## src/rtl/esd_pkg.sv

```systemverilog
// Shared types, constants and helper functions for the escape sequence decoder.
`timescale 1ns / 1ps

package esd_pkg;

  // Width of the internal emitted-byte counter; it saturates at its maximum.
  localparam int COUNT_WIDTH = 16;
  // Width of the reported length field.
  localparam int LEN_WIDTH   = 16;
  // Width wide enough to compare the counter against the length maximum.
  localparam int EXT_WIDTH   = (COUNT_WIDTH > LEN_WIDTH) ? COUNT_WIDTH : LEN_WIDTH;
  // Depth of the command queue between the front and back parts.
  localparam int QUEUE_DEPTH = 2;
  localparam int QPTR_WIDTH  = $clog2(QUEUE_DEPTH);
  localparam int QLVL_WIDTH  = $clog2(QUEUE_DEPTH + 1);

  localparam logic [7:0] CHAR_BACKSLASH = 8'h5C;
  localparam logic [4:0] OCTAL_PREFIX   = 5'b00110;  // '0' to '7' share these upper bits

  // Input kind codes.
  localparam logic KIND_DATA = 1'b0;
  localparam logic KIND_END  = 1'b1;

  // Decoder mode.
  typedef enum logic [1:0] {
    MODE_TEXT = 2'd0,
    MODE_ESC  = 2'd1,
    MODE_OCT1 = 2'd2,
    MODE_OCT2 = 2'd3
  } esd_mode_t;

  // One or two result bytes produced by a single input beat.
  typedef struct packed {
    logic       two;   // a second byte follows the first
    logic [7:0] b0;
    logic [7:0] b1;
    logic       term;  // the last byte of this command is the terminator
  } esd_cmd_t;

  // Control byte for a simple escape letter, zero when the letter is not one.
  function automatic logic [7:0] control_of(input logic [7:0] c);
    logic [7:0] r;
    case (c)
      8'h61:          r = 8'd7;   // a
      8'h62:          r = 8'd8;   // b
      8'h66:          r = 8'd12;  // f
      8'h6E:          r = 8'd10;  // n
      8'h72:          r = 8'd13;  // r
      8'h74:          r = 8'd9;   // t
      8'h76:          r = 8'd11;  // v
      CHAR_BACKSLASH: r = 8'd92;
      default:        r = 8'd0;
    endcase
    return r;
  endfunction

endpackage

```

## src/rtl/esd_in_if.sv

```systemverilog
// Input channel of the escape sequence decoder: source bytes and end markers.
`timescale 1ns / 1ps

interface esd_in_if;
  logic       valid;
  logic       ready;
  logic       kind;
  logic [7:0] in_byte;

  modport source (output valid, output kind, output in_byte, input ready);
  modport sink   (input valid, input kind, input in_byte, output ready);
endinterface

```

## src/rtl/esd_out_if.sv

```systemverilog
// Result channel of the escape sequence decoder: decoded bytes and terminator.
`timescale 1ns / 1ps

interface esd_out_if;
  logic        valid;
  logic        ready;
  logic [7:0]  out_byte;
  logic        is_terminator;
  logic [15:0] decoded_length;

  modport source (output valid, output out_byte, output is_terminator,
                  output decoded_length, input ready);
  modport sink   (input valid, input out_byte, input is_terminator,
                  input decoded_length, output ready);
endinterface

```

## src/rtl/esd_front.sv

```systemverilog
// Front part: accepts input beats, tracks escape mode and issues byte commands.
`timescale 1ns / 1ps

module esd_front (
  input  logic              clk,
  input  logic              rst_n,
  esd_in_if.sink            in_ch,
  input  logic              q_full,
  output logic              push,
  output esd_pkg::esd_cmd_t cmd
);

  esd_pkg::esd_mode_t mode_r, mode_nxt;
  logic [7:0]         accum_r, accum_nxt;

  logic       accept;
  logic       is_octal;
  logic [2:0] digit;
  logic [7:0] ctrl;
  logic [7:0] shifted;
  logic       has_cmd;

  assign in_ch.ready = !q_full;
  assign accept      = in_ch.valid && !q_full;
  assign is_octal    = (in_ch.in_byte[7:3] == esd_pkg::OCTAL_PREFIX);
  assign digit       = in_ch.in_byte[2:0];
  assign ctrl        = esd_pkg::control_of(in_ch.in_byte);
  assign shifted     = {accum_r[4:0], digit};

  // Next mode and octal accumulator.
  always_comb begin
    mode_nxt  = mode_r;
    accum_nxt = accum_r;
    if (in_ch.kind == esd_pkg::KIND_END) begin
      mode_nxt  = esd_pkg::MODE_TEXT;
      accum_nxt = 8'd0;
    end else begin
      case (mode_r)
        esd_pkg::MODE_TEXT: begin
          if (in_ch.in_byte == esd_pkg::CHAR_BACKSLASH) begin
            mode_nxt = esd_pkg::MODE_ESC;
          end
        end
        esd_pkg::MODE_ESC: begin
          if (ctrl != 8'd0) begin
            mode_nxt = esd_pkg::MODE_TEXT;
          end else if (is_octal) begin
            mode_nxt  = esd_pkg::MODE_OCT1;
            accum_nxt = {5'd0, digit};
          end else begin
            mode_nxt = esd_pkg::MODE_TEXT;
          end
        end
        esd_pkg::MODE_OCT1: begin
          if (is_octal) begin
            mode_nxt  = esd_pkg::MODE_OCT2;
            accum_nxt = shifted;
          end else begin
            accum_nxt = 8'd0;
            mode_nxt  = (in_ch.in_byte == esd_pkg::CHAR_BACKSLASH) ?
                        esd_pkg::MODE_ESC : esd_pkg::MODE_TEXT;
          end
        end
        esd_pkg::MODE_OCT2: begin
          accum_nxt = 8'd0;
          if (is_octal) begin
            mode_nxt = esd_pkg::MODE_TEXT;
          end else begin
            mode_nxt = (in_ch.in_byte == esd_pkg::CHAR_BACKSLASH) ?
                       esd_pkg::MODE_ESC : esd_pkg::MODE_TEXT;
          end
        end
        default: begin
          mode_nxt  = esd_pkg::MODE_TEXT;
          accum_nxt = 8'd0;
        end
      endcase
    end
  end

  // Command produced by the current beat.
  always_comb begin
    has_cmd = 1'b0;
    cmd     = '0;
    if (in_ch.kind == esd_pkg::KIND_END) begin
      // Flush any pending escape, then the terminator.
      has_cmd  = 1'b1;
      cmd.term = 1'b1;
      case (mode_r)
        esd_pkg::MODE_ESC: begin
          cmd.two = 1'b1;
        end
        esd_pkg::MODE_OCT1, esd_pkg::MODE_OCT2: begin
          cmd.two = 1'b1;
          cmd.b0  = accum_r;
        end
        default: begin
          cmd.two = 1'b0;
        end
      endcase
    end else begin
      case (mode_r)
        esd_pkg::MODE_TEXT: begin
          has_cmd = (in_ch.in_byte != esd_pkg::CHAR_BACKSLASH);
          cmd.b0  = in_ch.in_byte;
        end
        esd_pkg::MODE_ESC: begin
          if (ctrl != 8'd0) begin
            has_cmd = 1'b1;
            cmd.b0  = ctrl;
          end else if (!is_octal) begin
            // Unknown escape: a zero byte, then the byte itself as text.
            has_cmd = 1'b1;
            cmd.two = 1'b1;
            cmd.b1  = in_ch.in_byte;
          end
        end
        esd_pkg::MODE_OCT1: begin
          if (!is_octal) begin
            has_cmd = 1'b1;
            cmd.b0  = accum_r;
            cmd.two = (in_ch.in_byte != esd_pkg::CHAR_BACKSLASH);
            cmd.b1  = in_ch.in_byte;
          end
        end
        esd_pkg::MODE_OCT2: begin
          has_cmd = 1'b1;
          if (is_octal) begin
            cmd.b0 = shifted;
          end else begin
            cmd.b0  = accum_r;
            cmd.two = (in_ch.in_byte != esd_pkg::CHAR_BACKSLASH);
            cmd.b1  = in_ch.in_byte;
          end
        end
        default: begin
          has_cmd = 1'b0;
        end
      endcase
    end
  end

  assign push = accept && has_cmd;

  // State registers.
  always_ff @(posedge clk) begin
    if (!rst_n) begin
      mode_r  <= esd_pkg::MODE_TEXT;
      accum_r <= 8'd0;
    end else if (accept) begin
      mode_r  <= mode_nxt;
      accum_r <= accum_nxt;
    end
  end

endmodule

```

## src/rtl/esd_cmd_queue.sv

```systemverilog
// Short command queue between the front and back parts.
`timescale 1ns / 1ps

module esd_cmd_queue (
  input  logic                               clk,
  input  logic                               rst_n,
  input  logic                               push,
  input  esd_pkg::esd_cmd_t                  push_cmd,
  input  logic                               pop,
  output logic                               head_valid,
  output esd_pkg::esd_cmd_t                  head_cmd,
  output logic                               full,
  output logic [esd_pkg::QLVL_WIDTH-1:0]     level
);

  esd_pkg::esd_cmd_t                 mem_r [esd_pkg::QUEUE_DEPTH];
  logic [esd_pkg::QPTR_WIDTH-1:0]    wr_ptr_r, wr_ptr_nxt;
  logic [esd_pkg::QPTR_WIDTH-1:0]    rd_ptr_r, rd_ptr_nxt;
  logic [esd_pkg::QLVL_WIDTH-1:0]    level_r, level_nxt;
  logic                              do_pop;

  assign head_valid = (level_r != '0);
  assign full       = (level_r == esd_pkg::QLVL_WIDTH'(esd_pkg::QUEUE_DEPTH));
  assign level      = level_r;
  assign head_cmd   = mem_r[rd_ptr_r];
  assign do_pop     = pop && head_valid;

  // Pointer and occupancy update with wrap at the queue depth.
  always_comb begin
    wr_ptr_nxt = wr_ptr_r;
    rd_ptr_nxt = rd_ptr_r;
    level_nxt  = level_r;
    if (push) begin
      wr_ptr_nxt = (wr_ptr_r == esd_pkg::QPTR_WIDTH'(esd_pkg::QUEUE_DEPTH - 1)) ?
                   '0 : wr_ptr_r + 1'b1;
    end
    if (do_pop) begin
      rd_ptr_nxt = (rd_ptr_r == esd_pkg::QPTR_WIDTH'(esd_pkg::QUEUE_DEPTH - 1)) ?
                   '0 : rd_ptr_r + 1'b1;
    end
    if (push && !do_pop) begin
      level_nxt = level_r + 1'b1;
    end else if (!push && do_pop) begin
      level_nxt = level_r - 1'b1;
    end
  end

  always_ff @(posedge clk) begin
    if (!rst_n) begin
      wr_ptr_r <= '0;
      rd_ptr_r <= '0;
      level_r  <= '0;
    end else begin
      wr_ptr_r <= wr_ptr_nxt;
      rd_ptr_r <= rd_ptr_nxt;
      level_r  <= level_nxt;
    end
  end

  // Storage; written only when there is room.
  always_ff @(posedge clk) begin
    if (push) begin
      mem_r[wr_ptr_r] <= push_cmd;
    end
  end

endmodule

```

## src/rtl/esd_back.sv

```systemverilog
// Back part: emits queued bytes one per beat and keeps the decoded length.
`timescale 1ns / 1ps

module esd_back (
  input  logic              clk,
  input  logic              rst_n,
  input  logic              head_valid,
  input  esd_pkg::esd_cmd_t head_cmd,
  output logic              pop,
  esd_out_if.source         out_ch
);

  logic                            out_valid_r;
  logic [7:0]                      out_byte_r;
  logic                            out_term_r;
  logic [esd_pkg::LEN_WIDTH-1:0]   out_len_r;
  logic                            sel_r, sel_nxt;
  logic [esd_pkg::COUNT_WIDTH-1:0] count_r, count_nxt;

  logic                            load;
  logic                            last;
  logic [7:0]                      cur_byte;
  logic                            cur_term;
  logic [esd_pkg::COUNT_WIDTH-1:0] count_inc;
  logic [esd_pkg::EXT_WIDTH-1:0]   count_ext;
  logic [esd_pkg::LEN_WIDTH-1:0]   len_sat;

  // Pick the next byte of the head command when the output register is free.
  assign load     = head_valid && (!out_valid_r || out_ch.ready);
  assign last     = !head_cmd.two || sel_r;
  assign cur_byte = sel_r ? head_cmd.b1 : head_cmd.b0;
  assign cur_term = head_cmd.term && last;
  assign pop      = load && last;
  assign sel_nxt  = load ? !last : sel_r;

  // Saturating byte count and its saturated report width.
  assign count_inc = (&count_r) ? count_r : count_r + 1'b1;
  assign count_ext = esd_pkg::EXT_WIDTH'(count_inc);
  assign len_sat   = (count_ext > esd_pkg::EXT_WIDTH'({esd_pkg::LEN_WIDTH{1'b1}})) ?
                     '1 : count_ext[esd_pkg::LEN_WIDTH-1:0];
  assign count_nxt = load ? (cur_term ? '0 : count_inc) : count_r;

  always_ff @(posedge clk) begin
    if (!rst_n) begin
      out_valid_r <= 1'b0;
      sel_r       <= 1'b0;
      count_r     <= '0;
    end else begin
      sel_r   <= sel_nxt;
      count_r <= count_nxt;
      if (load) begin
        out_valid_r <= 1'b1;
      end else if (out_ch.ready) begin
        out_valid_r <= 1'b0;
      end
    end
  end

  // Result payload register.
  always_ff @(posedge clk) begin
    if (load) begin
      out_byte_r <= cur_byte;
      out_term_r <= cur_term;
      out_len_r  <= cur_term ? len_sat : '0;
    end
  end

  assign out_ch.valid          = out_valid_r;
  assign out_ch.out_byte       = out_byte_r;
  assign out_ch.is_terminator  = out_term_r;
  assign out_ch.decoded_length = out_len_r;

endmodule

```

## src/rtl/escape_sequence_decoder.sv

```systemverilog
// Top level of the C-style escape sequence decoder.
//
// Input channel in_ch carries one beat per source byte (kind data) or an end
// marker (kind end). Result channel out_ch carries decoded bytes; the last
// beat of a string is a zero byte with is_terminator set and decoded_length
// giving the number of bytes emitted for the string, terminator included.
// The front part tracks the escape mode and turns each input beat into a
// command of zero, one or two bytes; a two-entry queue holds commands and the
// back part emits them one per cycle while out_ch.ready is high, through a
// registered output stage; an accepted beat goes into the queue and then into
// the output register. Throughput is one input beat per cycle while each beat
// yields at most one byte and out_ch.ready is high; a beat that yields two
// bytes ties up the single output port, so the queue fills and input is held.
// When out_ch.ready is low the output register holds its beat, the queue
// fills and in_ch.ready drops; no result is lost. Synchronous active-low
// reset returns the decoder to plain text, clears the byte count and
// empties the queue.
`timescale 1ns / 1ps

module escape_sequence_decoder (
  input  logic      clk,
  input  logic      rst_n,
  esd_in_if.sink    in_ch,
  esd_out_if.source out_ch
);

  logic                           push;
  esd_pkg::esd_cmd_t              push_cmd;
  logic                           q_full;
  logic                           head_valid;
  esd_pkg::esd_cmd_t              head_cmd;
  logic                           pop;
  logic [esd_pkg::QLVL_WIDTH-1:0] q_level;

  esd_front u_front (
    .clk    (clk),
    .rst_n  (rst_n),
    .in_ch  (in_ch),
    .q_full (q_full),
    .push   (push),
    .cmd    (push_cmd)
  );

  esd_cmd_queue u_queue (
    .clk        (clk),
    .rst_n      (rst_n),
    .push       (push),
    .push_cmd   (push_cmd),
    .pop        (pop),
    .head_valid (head_valid),
    .head_cmd   (head_cmd),
    .full       (q_full),
    .level      (q_level)
  );

  esd_back u_back (
    .clk        (clk),
    .rst_n      (rst_n),
    .head_valid (head_valid),
    .head_cmd   (head_cmd),
    .pop        (pop),
    .out_ch     (out_ch)
  );

`ifndef SYNTHESIS
  // The terminator is a zero byte and always counts at least itself.
  a_term_payload: assert property (@(posedge clk) disable iff (!rst_n)
    (out_ch.valid && out_ch.is_terminator) |->
      (out_ch.out_byte == 8'd0 && out_ch.decoded_length != 16'd0))
    else $error("terminator beat with bad byte or length");

  // Ordinary bytes report no length.
  a_len_zero: assert property (@(posedge clk) disable iff (!rst_n)
    (out_ch.valid && !out_ch.is_terminator) |-> (out_ch.decoded_length == 16'd0))
    else $error("length reported on a non-terminator beat");

  // The queue never holds more than its depth.
  a_q_bound: assert property (@(posedge clk) disable iff (!rst_n)
    q_level <= esd_pkg::QLVL_WIDTH'(esd_pkg::QUEUE_DEPTH))
    else $error("command queue overflow");

  // Input is refused exactly when the queue is full.
  a_ready_full: assert property (@(posedge clk) disable iff (!rst_n)
    in_ch.ready == !q_full)
    else $error("input ready disagrees with queue state");
`endif

endmodule

```

## src/flat_wrapper.sv

```systemverilog
// flat-port wrapper written by rule: the top's interface ports become plain ports
module escape_sequence_decoder_flat 
  (clk, rst_n, in_ch_valid, in_ch_kind, in_ch_in_byte, in_ch_ready, out_ch_valid, out_ch_out_byte, out_ch_is_terminator, out_ch_decoded_length, out_ch_ready);
  esd_in_if in_ch_i ();
  esd_out_if out_ch_i ();
  input  logic clk;
  input  logic rst_n;
  input wire logic [$bits(in_ch_i.valid)-1:0] in_ch_valid;
  input wire logic [$bits(in_ch_i.kind)-1:0] in_ch_kind;
  input wire logic [$bits(in_ch_i.in_byte)-1:0] in_ch_in_byte;
  output wire logic [$bits(in_ch_i.ready)-1:0] in_ch_ready;
  output wire logic [$bits(out_ch_i.valid)-1:0] out_ch_valid;
  output wire logic [$bits(out_ch_i.out_byte)-1:0] out_ch_out_byte;
  output wire logic [$bits(out_ch_i.is_terminator)-1:0] out_ch_is_terminator;
  output wire logic [$bits(out_ch_i.decoded_length)-1:0] out_ch_decoded_length;
  input wire logic [$bits(out_ch_i.ready)-1:0] out_ch_ready;
  assign in_ch_i.valid = in_ch_valid;
  assign in_ch_i.kind = in_ch_kind;
  assign in_ch_i.in_byte = in_ch_in_byte;
  assign in_ch_ready = in_ch_i.ready;
  assign out_ch_valid = out_ch_i.valid;
  assign out_ch_out_byte = out_ch_i.out_byte;
  assign out_ch_is_terminator = out_ch_i.is_terminator;
  assign out_ch_decoded_length = out_ch_i.decoded_length;
  assign out_ch_i.ready = out_ch_ready;
  escape_sequence_decoder u_core (.clk(clk), .rst_n(rst_n), .in_ch(in_ch_i), .out_ch(out_ch_i));
endmodule
```

## config.mk

```make
export PLATFORM = sky130hd
export DESIGN_NAME = escape_sequence_decoder_flat
export DESIGN_NICKNAME = d
export VERILOG_FILES = /design/src/rtl/esd_pkg.sv /design/src/rtl/esd_in_if.sv /design/src/rtl/esd_out_if.sv /design/src/rtl/esd_front.sv /design/src/rtl/esd_cmd_queue.sv /design/src/rtl/esd_back.sv /design/src/rtl/escape_sequence_decoder.sv /design/src/flat_wrapper.sv
export SDC_FILE = /design/constraint.sdc
export NUM_CORES = 1
export LEC_CHECK = 0
export BUFFER_PORTS_ARGS = -buffer_cell sky130_fd_sc_hd__buf_2
export CORE_UTILIZATION = 65
export DETAILED_ROUTE_END_ITERATION = 7
export GPL_TIMING_DRIVEN = 0
export PLACE_DENSITY = 0.85
export SLEW_MARGIN = 0
export SYNTH_ARGS = -nofsm -noshare
export SYNTH_HDL_FRONTEND = slang
export SYNTH_HIERARCHICAL = 1
export SYNTH_SLANG_ARGS = --single-unit
export TNS_END_PERCENT = 100
```

## constraint.sdc

```tcl
create_clock -name clk -period 7.8 [get_ports clk]
set_input_delay 1.95 -clock clk [delete_from_list [all_inputs] [get_ports clk]]
set_output_delay 1.95 -clock clk [all_outputs]
set_load 0.01 [all_outputs]
```

==> results of run 1 <==
-- stage by stage --
stage / hold WS, ns / utilization, % / std cells
CTS: 0.492 / 75.6 / 636
floorplan: 0.435 / - / 482
global placement: 0.459 / 72.3 / 619
finish: 0.497 / 75.6 / 636
detailed placement: 0.477 / 72.5 / 620
global route: 0.529 / 75.6 / 636
-- layer usage --
layer / wire, µm / share of wire (%) / vias to the layer above
met5: 0 / 0 / -
met4: 312 / 2.8 / 0
met3: 1100 / 9.8 / 39
met2: 5100 / 45 / 268
met1: 4770 / 42 / 1895
li1: - / - / 1896
-- sequential cells by signal (all words and copies together) (netlist names), named ones only --
register / cells
u_core/u_queue/level: 2
u_core/u_back/out_ch.out_byte: 8
u_core/u_front/accum_r: 8
u_core/u_back/out_ch.decoded_length: 16
u_core/u_queue/wr_ptr_r: 1
u_core/u_queue/mem_r: 36
u_core/u_back/count_r: 16
u_core/u_front/mode_r: 2
u_core/u_back/out_ch.valid: 1
u_core/u_back/out_ch.is_terminator: 1
u_core/u_queue/rd_ptr_r: 1
u_core/u_back/sel_r: 1
-- cell type report --
class | instances | area (µm²) | share of cell area (%)
Inverter | 12 | 45.0 | 0.809
Sequential cell | 94 | 2490 | 44.8
Clock inverter | 6 | 93.8 | 1.69
Multi-Input combinational cell | 343 | 2300 | 41.2
Clock buffer | 10 | 128 | 2.29
Buffer | 33 | 184 | 3.30
Tap cell | 99 | 124 | 2.22
Timing Repair Buffer | 39 | 205 | 3.69
-- cells by family (layout without fill, tap and decap cells) --
family / count (synthesis) / after routing / synth area share [%]
mux: 34 / 34 / 7.44
flops: 94 / 94 / 49.7
buf+inv: 45 / 100 / 4.57
xor+xnor: 14 / 14 / 2.45
simple gates: 184 / 184 / 19.9
compound gates: 104 / 104 / 14.2
fa+ha+maj: 7 / 7 / 1.75
-- worst max-delay path: cells and delay by family --
| family | cells | cell delay (ns) |
|---|---|---|
| simple gates | 2 | 0.88 |
| compound gates | 3 | 0.47 |
| buf+inv | 4 | 0.68 |
-- report_power, final --
group,total (mW),switching (mW),internal (mW)
logic,0.445,0.272,0.172
clock network,0.357,0.174,0.183
registers,0.700,0.0342,0.666
total,1.50,0.480,1.02
-- synth_stat cells, types with 4 or more instances --
library cell / instances
buf_4: 8
mux2_2: 26
nor2_1: 32
a21oi_1: 26
nand2_1: 51
buf_2: 12
nor2b_1: 5
a21o_1: 4
o21a_1: 6
dfxtp_1: 33
inv_1: 11
or3_1: 4
and2_1: 5
clkbuf_1: 10
a31oi_1: 6
xor2_1: 7
nor4_1: 11
o21ai_0: 21
mux2i_1: 8
xnor2_1: 7
o211ai_1: 4
nand3_1: 20
nand2b_1: 5
ha_1: 7
nor3_1: 7
and3_1: 8
edfxtp_1: 61
nand4_1: 11
-- worst max-delay path by stage --
stage / slack [ns] / cells after the start / end / start
floorplan: 3.66 / 8 / u_core/u_queue/mem_r[0][0] / in_ch_in_byte[3]
global placement: 2.84 / 9 / u_core/u_queue/mem_r[0][3] / in_ch_in_byte[3]
detailed placement: 3.45 / 9 / u_core/u_queue/mem_r[1][10] / in_ch_in_byte[3]
CTS: 3.82 / 9 / u_core/u_queue/mem_r[1][1] / in_ch_in_byte[3]
global route: 3.63 / 9 / u_core/u_queue/mem_r[1][12] / in_ch_in_byte[3]
finish: 3.79 / 9 / u_core/u_queue/mem_r[1][12] / in_ch_in_byte[3]
==> metrics.csv, run 1 <==
metric;value;unit
pin count of the biggest net entering global routing;35;
Lkg Pwr;2.03;nW
first-pass GRT wire length;18600;µm
total core area;7370;µm²
share of cells above drive strength 1;22.3;%
area post-placement;5350;µm²
RePlAce Congestion;0.984;
WP data arrival;3.99;ns
Setup CP Type;in2reg;
Post-Syn Area;5010;µm²
drt drc;0;
fmax;0.249;GHz
Hold Startpoint;u_core/u_front/accum_r[7];
worst r2r path cells;7;
register area share after synthesis;49.7;%
CTS tree;yes;
min cycle time layout;4.01;ns
Total GRT Usage;29.1;%
most used flip-flop cell after synthesis;edfxtp_1;
hold path depth;2;
Slew Limit Fails;0;
Routed Antenna Nets;0;
crit-path cells;buf_2 -> buf_2 -> inv_1 -> nand2_1 -> buf_2 -> o21ai_0 -> a22oi_1 -> o21a_1 -> and2_1;
final setup fails;0;
post-synthesis cell count;482;
unrepaired setup endpoints after global routing;false;
Startpoint Class;input port;
pwr/cell area;270;nW/µm²
final hold viol count;0;
IO buf count;38;
syn avg cell area;10.4;µm²
row cnt;31;
R2R Path Start;u_core/u_front/mode_r[0];
Post-CTS Setup Bufs;0;
Clock Tree Buf Depth;2;
worst skew pair latency;0.36;ns
leading area contributor after synthesis;edfxtp_1;
VDD IR max;0.000167;V
measured slew at the worst slew-check pin;0.926;ns
Synth area leaders;edfxtp_1 37%, dfxtp_1 13%, mux2_2 5.8%;
Resize count post-CTS;0;
top fanout value on the critical path;18;
Post-synth EDFFs;61;
commonest non-fill, non-tap cells in the layout;61 x edfxtp_1, 51 x nand2_1, 50 x buf_2;
Nets;552;
die height;89.8;µm
clk root buf;clkbuf_8;
DPL Wire Length;7720;µm
CP max stage cell;and2_1;
Endpoint, Worst Hold;u_core/u_front/accum_r[7];
setup TNS;0;ns
IO Count;40;
drt wl/cell;17.7;µm
Via density;6.44;
hold-fix buffers at CTS;0;
Worst EP required;7.78;ns
most used routing layer;met2;
total number of vias;4098;
maxcap violations;0;
GR Util met3;5.67;%
Async SR Flop Fraction;0;%
total grt overflow;0;
distinct cell type count after synthesis;72;
post-layout instance area;5570;µm²
DP Worst Slack;3.45;ns
CTS Sinks;94;
Layout area overhead;11.0;%
Synth Net Count;502;
Yosys reg bits;94;
setup slack, reg-to-reg;5.08;ns
Tot Pwr;1.50;mW
Tightest Hold Check Type;reg2reg;
Critical Path Most Common Cell;buf_2;
GR Layer Usage met1;40.0;%
DR pass1 iterations;5;
Crit. End Element;flip-flop;
Final Cycle Share;51.4;%
Num CTS Buffers;9;
warnings from Yosys;6;
chip width;89.8;µm
DRT iter0 DRCs;384;
PnR worst setup slack;3.79;ns
initial antenna violation count;0;
commonest non-fill, non-tap cell in the layout;edfxtp_1;
die area;8070;µm²
Reg clk slew, reported paths;0.09;ns
area share of the largest cell type after synthesis;36.5;%
GR met2 Demand/Resource;45.5;%
vias in the first global route;3837;
slowest cell delay on critical path;0.76;ns
outcome;completed;
wirelength, routed;11300;µm
Antenna diodes;0;
Max Clock Skew;0.00944;ns
Worst slew margin;38.3;%
Initial Util;68.0;%
H-tree levels;3;
Reg-to-Reg End;u_core/u_queue/mem_r[1][12];
fillcell total;509;
Power figures use the tool's default switching activity.
==> run 2: changes to the inputs <==
--- a/config.mk
+++ b/config.mk
@@ -6,10 +6,10 @@
 export NUM_CORES = 1
 export LEC_CHECK = 0
 export BUFFER_PORTS_ARGS = -buffer_cell sky130_fd_sc_hd__buf_2
-export CORE_UTILIZATION = 65
+export CORE_UTILIZATION = 60
 export DETAILED_ROUTE_END_ITERATION = 7
 export GPL_TIMING_DRIVEN = 0
-export PLACE_DENSITY = 0.85
+export PLACE_DENSITY = 0.8
 export SLEW_MARGIN = 0
 export SYNTH_ARGS = -nofsm -noshare
 export SYNTH_HDL_FRONTEND = slang
==> constraint.sdc (replaced) <==
create_clock -name clk -period 3.75 [get_ports clk]
set_input_delay 0.9375 -clock clk [delete_from_list [all_inputs] [get_ports clk]]
set_output_delay 0.9375 -clock clk [all_outputs]
set_load 0.01 [all_outputs]
==> metrics.csv, run 2 (synthesized netlist as in run 1, its figures left out) <==
metric;value;unit;change
Nets;552;;unchanged
DRT iter0 DRCs;297;;was 384
worst skew pair latency;0.36;ns;about the same
CTS tree;yes;;unchanged
Startpoint Class;input port;;unchanged
worst r2r path cells;7;;unchanged
Antenna diodes;0;;unchanged
Max Clock Skew;0.0146;ns;was 0.00944 ns
Crit. End Element;flip-flop;;unchanged
Reg clk slew, reported paths;0.09;ns;about the same
total core area;7890;µm²;was 7370 µm²
Switching Share;32.8;%;was 32.0%
DPL Wire Length;8480;µm;was 7720 µm
share of cells above drive strength 1;22.3;%;unchanged
CTS Sinks;94;;unchanged
hold-fix buffers at CTS;0;;unchanged
Clock Tree Buf Depth;2;;unchanged
DP Worst Slack;0.439;ns;was 3.45 ns
Setup CP Type;in2reg;;unchanged
Lkg Pwr;2.02;nW;was 2.03 nW
outcome;completed;;unchanged
commonest non-fill, non-tap cells in the layout;61 x edfxtp_1, 51 x nand2_1, 50 x buf_2;;unchanged
measured slew at the worst slew-check pin;0.884;ns;was 0.926 ns
die area;8730;µm²;was 8070 µm²
vias in the first global route;3784;;was 3837
IO Count;40;;unchanged
DR pass1 iterations;5;;unchanged
R2R Path Start;u_core/u_front/mode_r[0];;unchanged
pin count of the biggest net entering global routing;35;;unchanged
PnR worst setup slack;0.800;ns;was 3.79 ns
Most flops, register;u_core/u_queue/mem_r;;unchanged
clk root buf;clkbuf_8;;unchanged
WP data arrival;2.93;ns;was 3.99 ns
Num CTS Buffers;9;;unchanged
Total GRT Usage;29.1;%;about the same
H-tree levels;3;;unchanged
Final Cycle Share;78.7;%;
Non-Filler Instances;639;;was 636
Int Power;2.05;mW;was 1.02 mW
final hold viol count;0;;unchanged
total grt overflow;0;;unchanged
unrepaired setup endpoints after global routing;false;;unchanged
row cnt;32;;was 31
Worst setup startpoint;in_ch_in_byte[3];;unchanged
drt wl/cell;18.3;µm;was 17.7 µm
Slew Limit Fails;0;;unchanged
Via density;6.25;;was 6.44
drt drc;0;;unchanged
maxcap violations;0;;unchanged
VDD IR max;0.000314;V;was 0.000167 V
Post-CTS Setup Bufs;0;;unchanged
sequential power share;47.7;%;was 46.6%
Worst EP required;3.73;ns;was 7.78 ns
fmax;0.339;GHz;
chip width;93.4;µm;was 89.8 µm
first-pass GRT wire length;19300;µm;was 18600 µm
Routed Antenna Nets;0;;unchanged
wirelength, routed;11700;µm;was 11300 µm
setup slack, reg-to-reg;1.00;ns;was 5.08 ns
Logic pwr share;30.4;%;was 29.6%
pwr/cell area;551;nW/µm²;was 270 nW/µm²
Tightest Hold Check Type;reg2reg;;unchanged
Largest register FFs;36;;unchanged
clock share of power;21.9;%;was 23.8%
Worst slew margin;40.8;%;was 38.3%
IO buf count;38;;unchanged
Reg-to-Reg End;u_core/u_queue/mem_r[1][4];;was u_core/u_queue/mem_r[1][12]
total number of vias;3992;;was 4098
min cycle time layout;2.95;ns;
initial antenna violation count;0;;unchanged
placed instance count;623;;was 620
RePlAce Congestion;0.970;;was 0.984
Util after Layout;70.3;%;was 75.6%
commonest non-fill, non-tap cell in the layout;edfxtp_1;;unchanged
Resize count post-CTS;0;;unchanged
Layout area overhead;10.6;%;was 11.0%
Net Switching;1.00;mW;was 0.480 mW
CP endpoint;u_core/u_queue/mem_r[1][4];;was u_core/u_queue/mem_r[1][12]
top fanout value on the critical path;18;;unchanged
die height;93.4;µm;was 89.8 µm
Initial Util;63.6;%;was 68.0%
final setup fails;0;;unchanged
==> run 2: cell count changes in the layout (fill, tap and decap cells not counted) <==
cell / delta
clkinv_2: +1
clkinv_1: +1
bufinv_16: -1
clkbuf_1: -1
==> run 2: power by group through the flow <==
stage | sequential, mW | clock [mW] | combinational (mW)
detailed placement | 1.48 | 0 | 0.927
CTS | 1.46 | 0.679 | 0.931
finish | 1.46 | 0.670 | 0.928
floorplan | 1.55 | 0 | 0.523
global route | 1.48 | 0.721 | 1.01
global placement | 1.47 | 0 | 0.896
==> run 2: cell type report <==
class,instances,area [µm²]
Sequential cell,94,2490
Timing Repair Buffer,39,205
Inverter,12,45.0
Tap cell,102,128
Multi-Input combinational cell,343,2300
Buffer,33,184
Clock buffer,9,124
Clock inverter,7,72.6
Fill cell,601,2340
==> run 2: worst min path at each step <==
stage	end	cells past startpoint	slack, ns	start
after global routing	u_core/u_front/accum_r[6]	2	0.50	u_core/u_front/accum_r[6]
after global placement	u_core/u_front/accum_r[6]	2	0.46	u_core/u_front/accum_r[6]
after detailed placement	u_core/u_front/accum_r[6]	2	0.48	u_core/u_front/accum_r[6]
final	u_core/u_front/accum_r[7]	2	0.49	u_core/u_front/accum_r[7]
after CTS	u_core/u_front/accum_r[6]	2	0.49	u_core/u_front/accum_r[6]
after floorplan	u_core/u_front/accum_r[6]	2	0.44	u_core/u_front/accum_r[6]
==> run 2: worst max-delay path, cell delays in order <==
cell	delay, ns
buf_2	0.09
buf_2	0.21
inv_1	0.15
nand2_1	0.10
buf_2	0.22
o21ai_0	0.12
a22oi_1	0.16
o21a_1	0.21
and2_1	0.73
==> run 2: metrics by stage <==
step / total power [mW] / setup TNS [ns] / instance area (µm²) / hold WS (ns)
after global routing: 3.22 / 0 / 5550 / 0.500
after CTS: 3.07 / 0 / 5550 / 0.493
final: 3.05 / 0 / 5550 / 0.492
after floorplan: 2.08 / 0 / 5010 / 0.435
after global placement: 2.37 / -4.33 / 5330 / 0.460
after detailed placement: 2.41 / 0 / 5350 / 0.480
==> run 2: layer usage <==
metal	global-route usage (%)	share of wire (%)
met5	0	0
met2	43.4	44
met4	8.72	1.1
met1	43.0	47
met3	5.28	7.9
==> run 3: changes to the inputs <==
--- a/config.mk
+++ b/config.mk
@@ -5,6 +5,7 @@
 export SDC_FILE = /design/constraint.sdc
 export NUM_CORES = 1
 export LEC_CHECK = 0
+export ABC_AREA = 1
 export BUFFER_PORTS_ARGS = -buffer_cell sky130_fd_sc_hd__buf_2
 export CORE_UTILIZATION = 60
 export DETAILED_ROUTE_END_ITERATION = 7
==> constraint.sdc (replaced) <==
create_clock -name clk -period 3 [get_ports clk]
set_input_delay 0.75 -clock clk [delete_from_list [all_inputs] [get_ports clk]]
set_output_delay 0.75 -clock clk [all_outputs]
set_load 0.01 [all_outputs]
==> metrics.csv, run 3 <==
metric;value;unit;change
Crit. End Element;flip-flop;;unchanged
first-pass GRT wire length;17900;µm;was 19300 µm
initial antenna violation count;0;;unchanged
placed instance count;719;;was 623
Worst slew margin;24.9;%;was 40.8%
H-tree levels;3;;unchanged
vias in the first global route;3678;;was 3784
CP max stage cell;inv_1;;was and2_1
VDD IR max;0.000978;V;was 0.000314 V
commonest non-fill, non-tap cell in the layout;nand2_1;;was edfxtp_1
final hold viol count;0;;unchanged
sequential power share;44.3;%;was 47.7%
most common cell in the netlist;nand2_1;;was edfxtp_1
Worst EP required;2.99;ns;was 3.73 ns
Largest register FFs;36;;unchanged
setup TNS;0;ns;unchanged
maxcap violations;0;;unchanged
commonest non-fill, non-tap cells in the layout;163 x nand2_1, 63 x nor2_1, 62 x inv_1;;was 61 x edfxtp_1, 51 x nand2_1, 50 x buf_2
RePlAce Congestion;0.907;;was 0.970
Nets;648;;was 552
Num CTS Buffers;9;;unchanged
PnR worst setup slack;0.351;ns;was 0.800 ns
Post-Synth Adder-Cell Area;1.76;%;was 1.75%
CTS tree;yes;;unchanged
CTS Sinks;94;;unchanged
unrepaired setup endpoints after global routing;false;;unchanged
Initial Util;63.2;%;was 63.6%
Util after Layout;70.2;%;was 70.3%
fmax;0.378;GHz;
Post-Synth XOR/XNOR Area;1.05;%;was 2.45%
Logic pwr share;35.7;%;was 30.4%
Top delay family on crit path;buffers and inverters;;was simple AND/OR/NAND/NOR gates
measured slew at the worst slew-check pin;1.12;ns;was 0.884 ns
area post-placement;5310;µm²;was 5350 µm²
worst skew pair latency;0.36;ns;about the same
WP data arrival;2.64;ns;was 2.93 ns
crit-path cells;inv_1 -> ha_1 -> inv_1 -> clkbuf_1 -> nand2_1 -> a21oi_1 -> nand2_1 -> inv_1;;was buf_2 -> buf_2 -> inv_1 -> nand2_1 -> buf_2 -> o21ai_0 -> a22oi_1 -> o21a_1 -> and2_1
Async SR Flop Fraction;0;%;unchanged
Final Cycle Share;88.3;%;
Reg clk slew, reported paths;0.09;ns;about the same
Switching Share;36.3;%;was 32.8%
drt drc;0;;unchanged
clk root buf;clkbuf_8;;unchanged
total grt overflow;0;;unchanged
chip width;93.2;µm;was 93.4 µm
pwr/cell area;807;nW/µm²;was 551 nW/µm²
share of cells above drive strength 1;19.6;%;was 22.3%
leading area contributor after synthesis;edfxtp_1;;unchanged
IO Count;40;;unchanged
Most flops, register;u_core/u_queue/mem_r;;unchanged
fillcell total;620;;was 601
hold-fix buffers at CTS;0;;unchanged
Synth Net Count;598;;was 502
DP Worst Slack;-0.0270;ns;was 0.439 ns
distinct cell type count after synthesis;44;;was 72
Startpoint Class;flip-flop;;was input port
slowest cell delay on critical path;0.56;ns;was 0.73 ns
most used flip-flop cell after synthesis;edfxtp_1;;unchanged
pin count of the biggest net entering global routing;27;;was 35
Critical Path Most Common Cell;inv_1;;was buf_2
syn avg cell area;8.63;µm²;was 10.4 µm²
Tightest Hold Check Type;reg2reg;;unchanged
warnings from Yosys;6;;unchanged
Int Power;2.84;mW;was 2.05 mW
area share of the largest cell type after synthesis;36.7;%;was 36.5%
outcome;completed;;unchanged
largest family of logic cells by synthesized area;simple AND/OR/NAND/NOR gates;;unchanged
min cycle time layout;2.65;ns;
total core area;7890;µm²;unchanged
Simple-Gate Fraction of Synth Area;25.3;%;was 19.9%
DPL Wire Length;7950;µm;was 8480 µm
DRT iter0 DRCs;222;;was 297
register area share after synthesis;50.0;%;was 49.7%
clock share of power;20.0;%;was 21.9%
final setup fails;0;;unchanged
Synth Area in Compound Gates;9.53;%;was 14.2%
Lkg Pwr;2.41;nW;was 2.02 nW
Max Clock Skew;0.0147;ns;was 0.0146 ns
Total GRT Usage;26.9;%;was 29.1%
row cnt;32;;unchanged
post-synthesis cell count;578;;was 482
Seq. cell area;2490;µm²;unchanged
Net Switching;1.62;mW;was 1.00 mW
Routed Antenna Nets;0;;unchanged
Worst Path Buf+Inv;4;;unchanged
Setup CP Type;reg2reg;;was in2reg
Via density;5.37;;was 6.25
die height;93.2;µm;was 93.4 µm
wirelength, routed;10700;µm;was 11700 µm
Synth area leaders;edfxtp_1 37%, dfxtp_1 13%, nand2_1 12%;;was edfxtp_1 37%, dfxtp_1 13%, mux2_2 5.8%
total number of vias;3950;;was 3992
Non-Filler Instances;735;;was 639
Antenna diodes;0;;unchanged
Post-Syn Area;4990;µm²;was 5010 µm²
Synth top cells by count;163 x nand2_1, 64 x nor2_1, 62 x inv_1, 61 x edfxtp_1, 42 x a21oi_1;;was 61 x edfxtp_1, 51 x nand2_1, 33 x dfxtp_1, 32 x nor2_1
mux share of post-synthesis cell area;4.82;%;was 7.44%
post-layout instance area;5530;µm²;was 5550 µm²
top fanout value on the critical path;18;;unchanged
DR pass1 iterations;5;;unchanged
Layout area overhead;10.9;%;was 10.6%
Post-synth EDFFs;61;;unchanged
die area;8680;µm²;was 8730 µm²
setup slack, reg-to-reg;0.35;ns;was 1.00 ns
Yosys reg bits;94;;unchanged
multi-input logic area;2130;µm²;was 2300 µm²
IO buf count;39;;was 38
Slew Limit Fails;0;;unchanged
drt wl/cell;14.6;µm;was 18.3 µm
Clock Tree Buf Depth;2;;unchanged
run 3: cell families (layout without fill, tap and decap cells):
family / after synthesis / in the layout
simple gates: 285 / 285
xor+xnor: 6 / 6
fa+ha+maj: 7 / 7
buf+inv: 82 / 137
mux: 18 / 18
flops: 94 / 94
compound gates: 86 / 86
run 3: repair_timing:
| item | in CTS | in global routing |
|---|---|---|
| hold endpoints to repair | 0 | 0 |
| setup buffers | 0 | 0 |
| gates resized for setup | 0 | 1 |
| setup endpoints to repair | 0 | 18 |
run 3: final cells by class:
type | instances | area share [%]
inverters | 67 | 4.57
well taps | 102 | 2.31
multi-input cells | 402 | 38.4
plain buffers | 15 | 2.26
clock inverters | 5 | 1.13
flip-flops and latches | 94 | 45.0
repair buffers | 39 | 3.53
clock buffers | 11 | 2.76
run 3: path summary, 6_finish.rpt:
kind | start | end | cells after the start
worst max-delay path | u_core/u_front/mode_r[0] | u_core/u_queue/mem_r[1][16] | 8
worst min-delay path | u_core/u_back/count_r[15] | u_core/u_back/count_r[15] | 2
worst max register to register | u_core/u_front/mode_r[0] | u_core/u_queue/mem_r[1][16] | 8
worst min register to register | u_core/u_back/count_r[15] | u_core/u_back/count_r[15] | 2
run 3: per-stage QoR:
step	power (mW)	hold slack, ns
floorplan	3.08	0.464
finish	4.46	0.515
CTS	4.48	0.515
global placement	3.53	0.481
detailed placement	3.59	0.490
global route	4.75	0.536
run 3: metal layers:
layer | global-route usage, % | wire length, µm | vias to the layer above
li1 | - | - | 1987
met1 | 40.0 | 5260 | 1851
met2 | 40.7 | 4830 | 106
met3 | 4.96 | 563 | 6
met4 | 6.41 | 76 | 0
met5 | 0 | 0 | -
run 3: power by group through the flow:
stage / clock (mW) / sequential, mW / combinational [mW]
floorplan: 0 / 2.07 / 1.01
global placement: 0 / 1.99 / 1.54
detailed placement: 0 / 2.01 / 1.58
CTS: 0.910 / 1.98 / 1.59
global route: 0.963 / 2.01 / 1.77
finish: 0.895 / 1.98 / 1.59
run 3: worst min-delay path, cell delays in order, from the launching register on:
cell     delay [ns]
dfxtp_1        0.35
nand2_1        0.07
a21oi_1        0.06
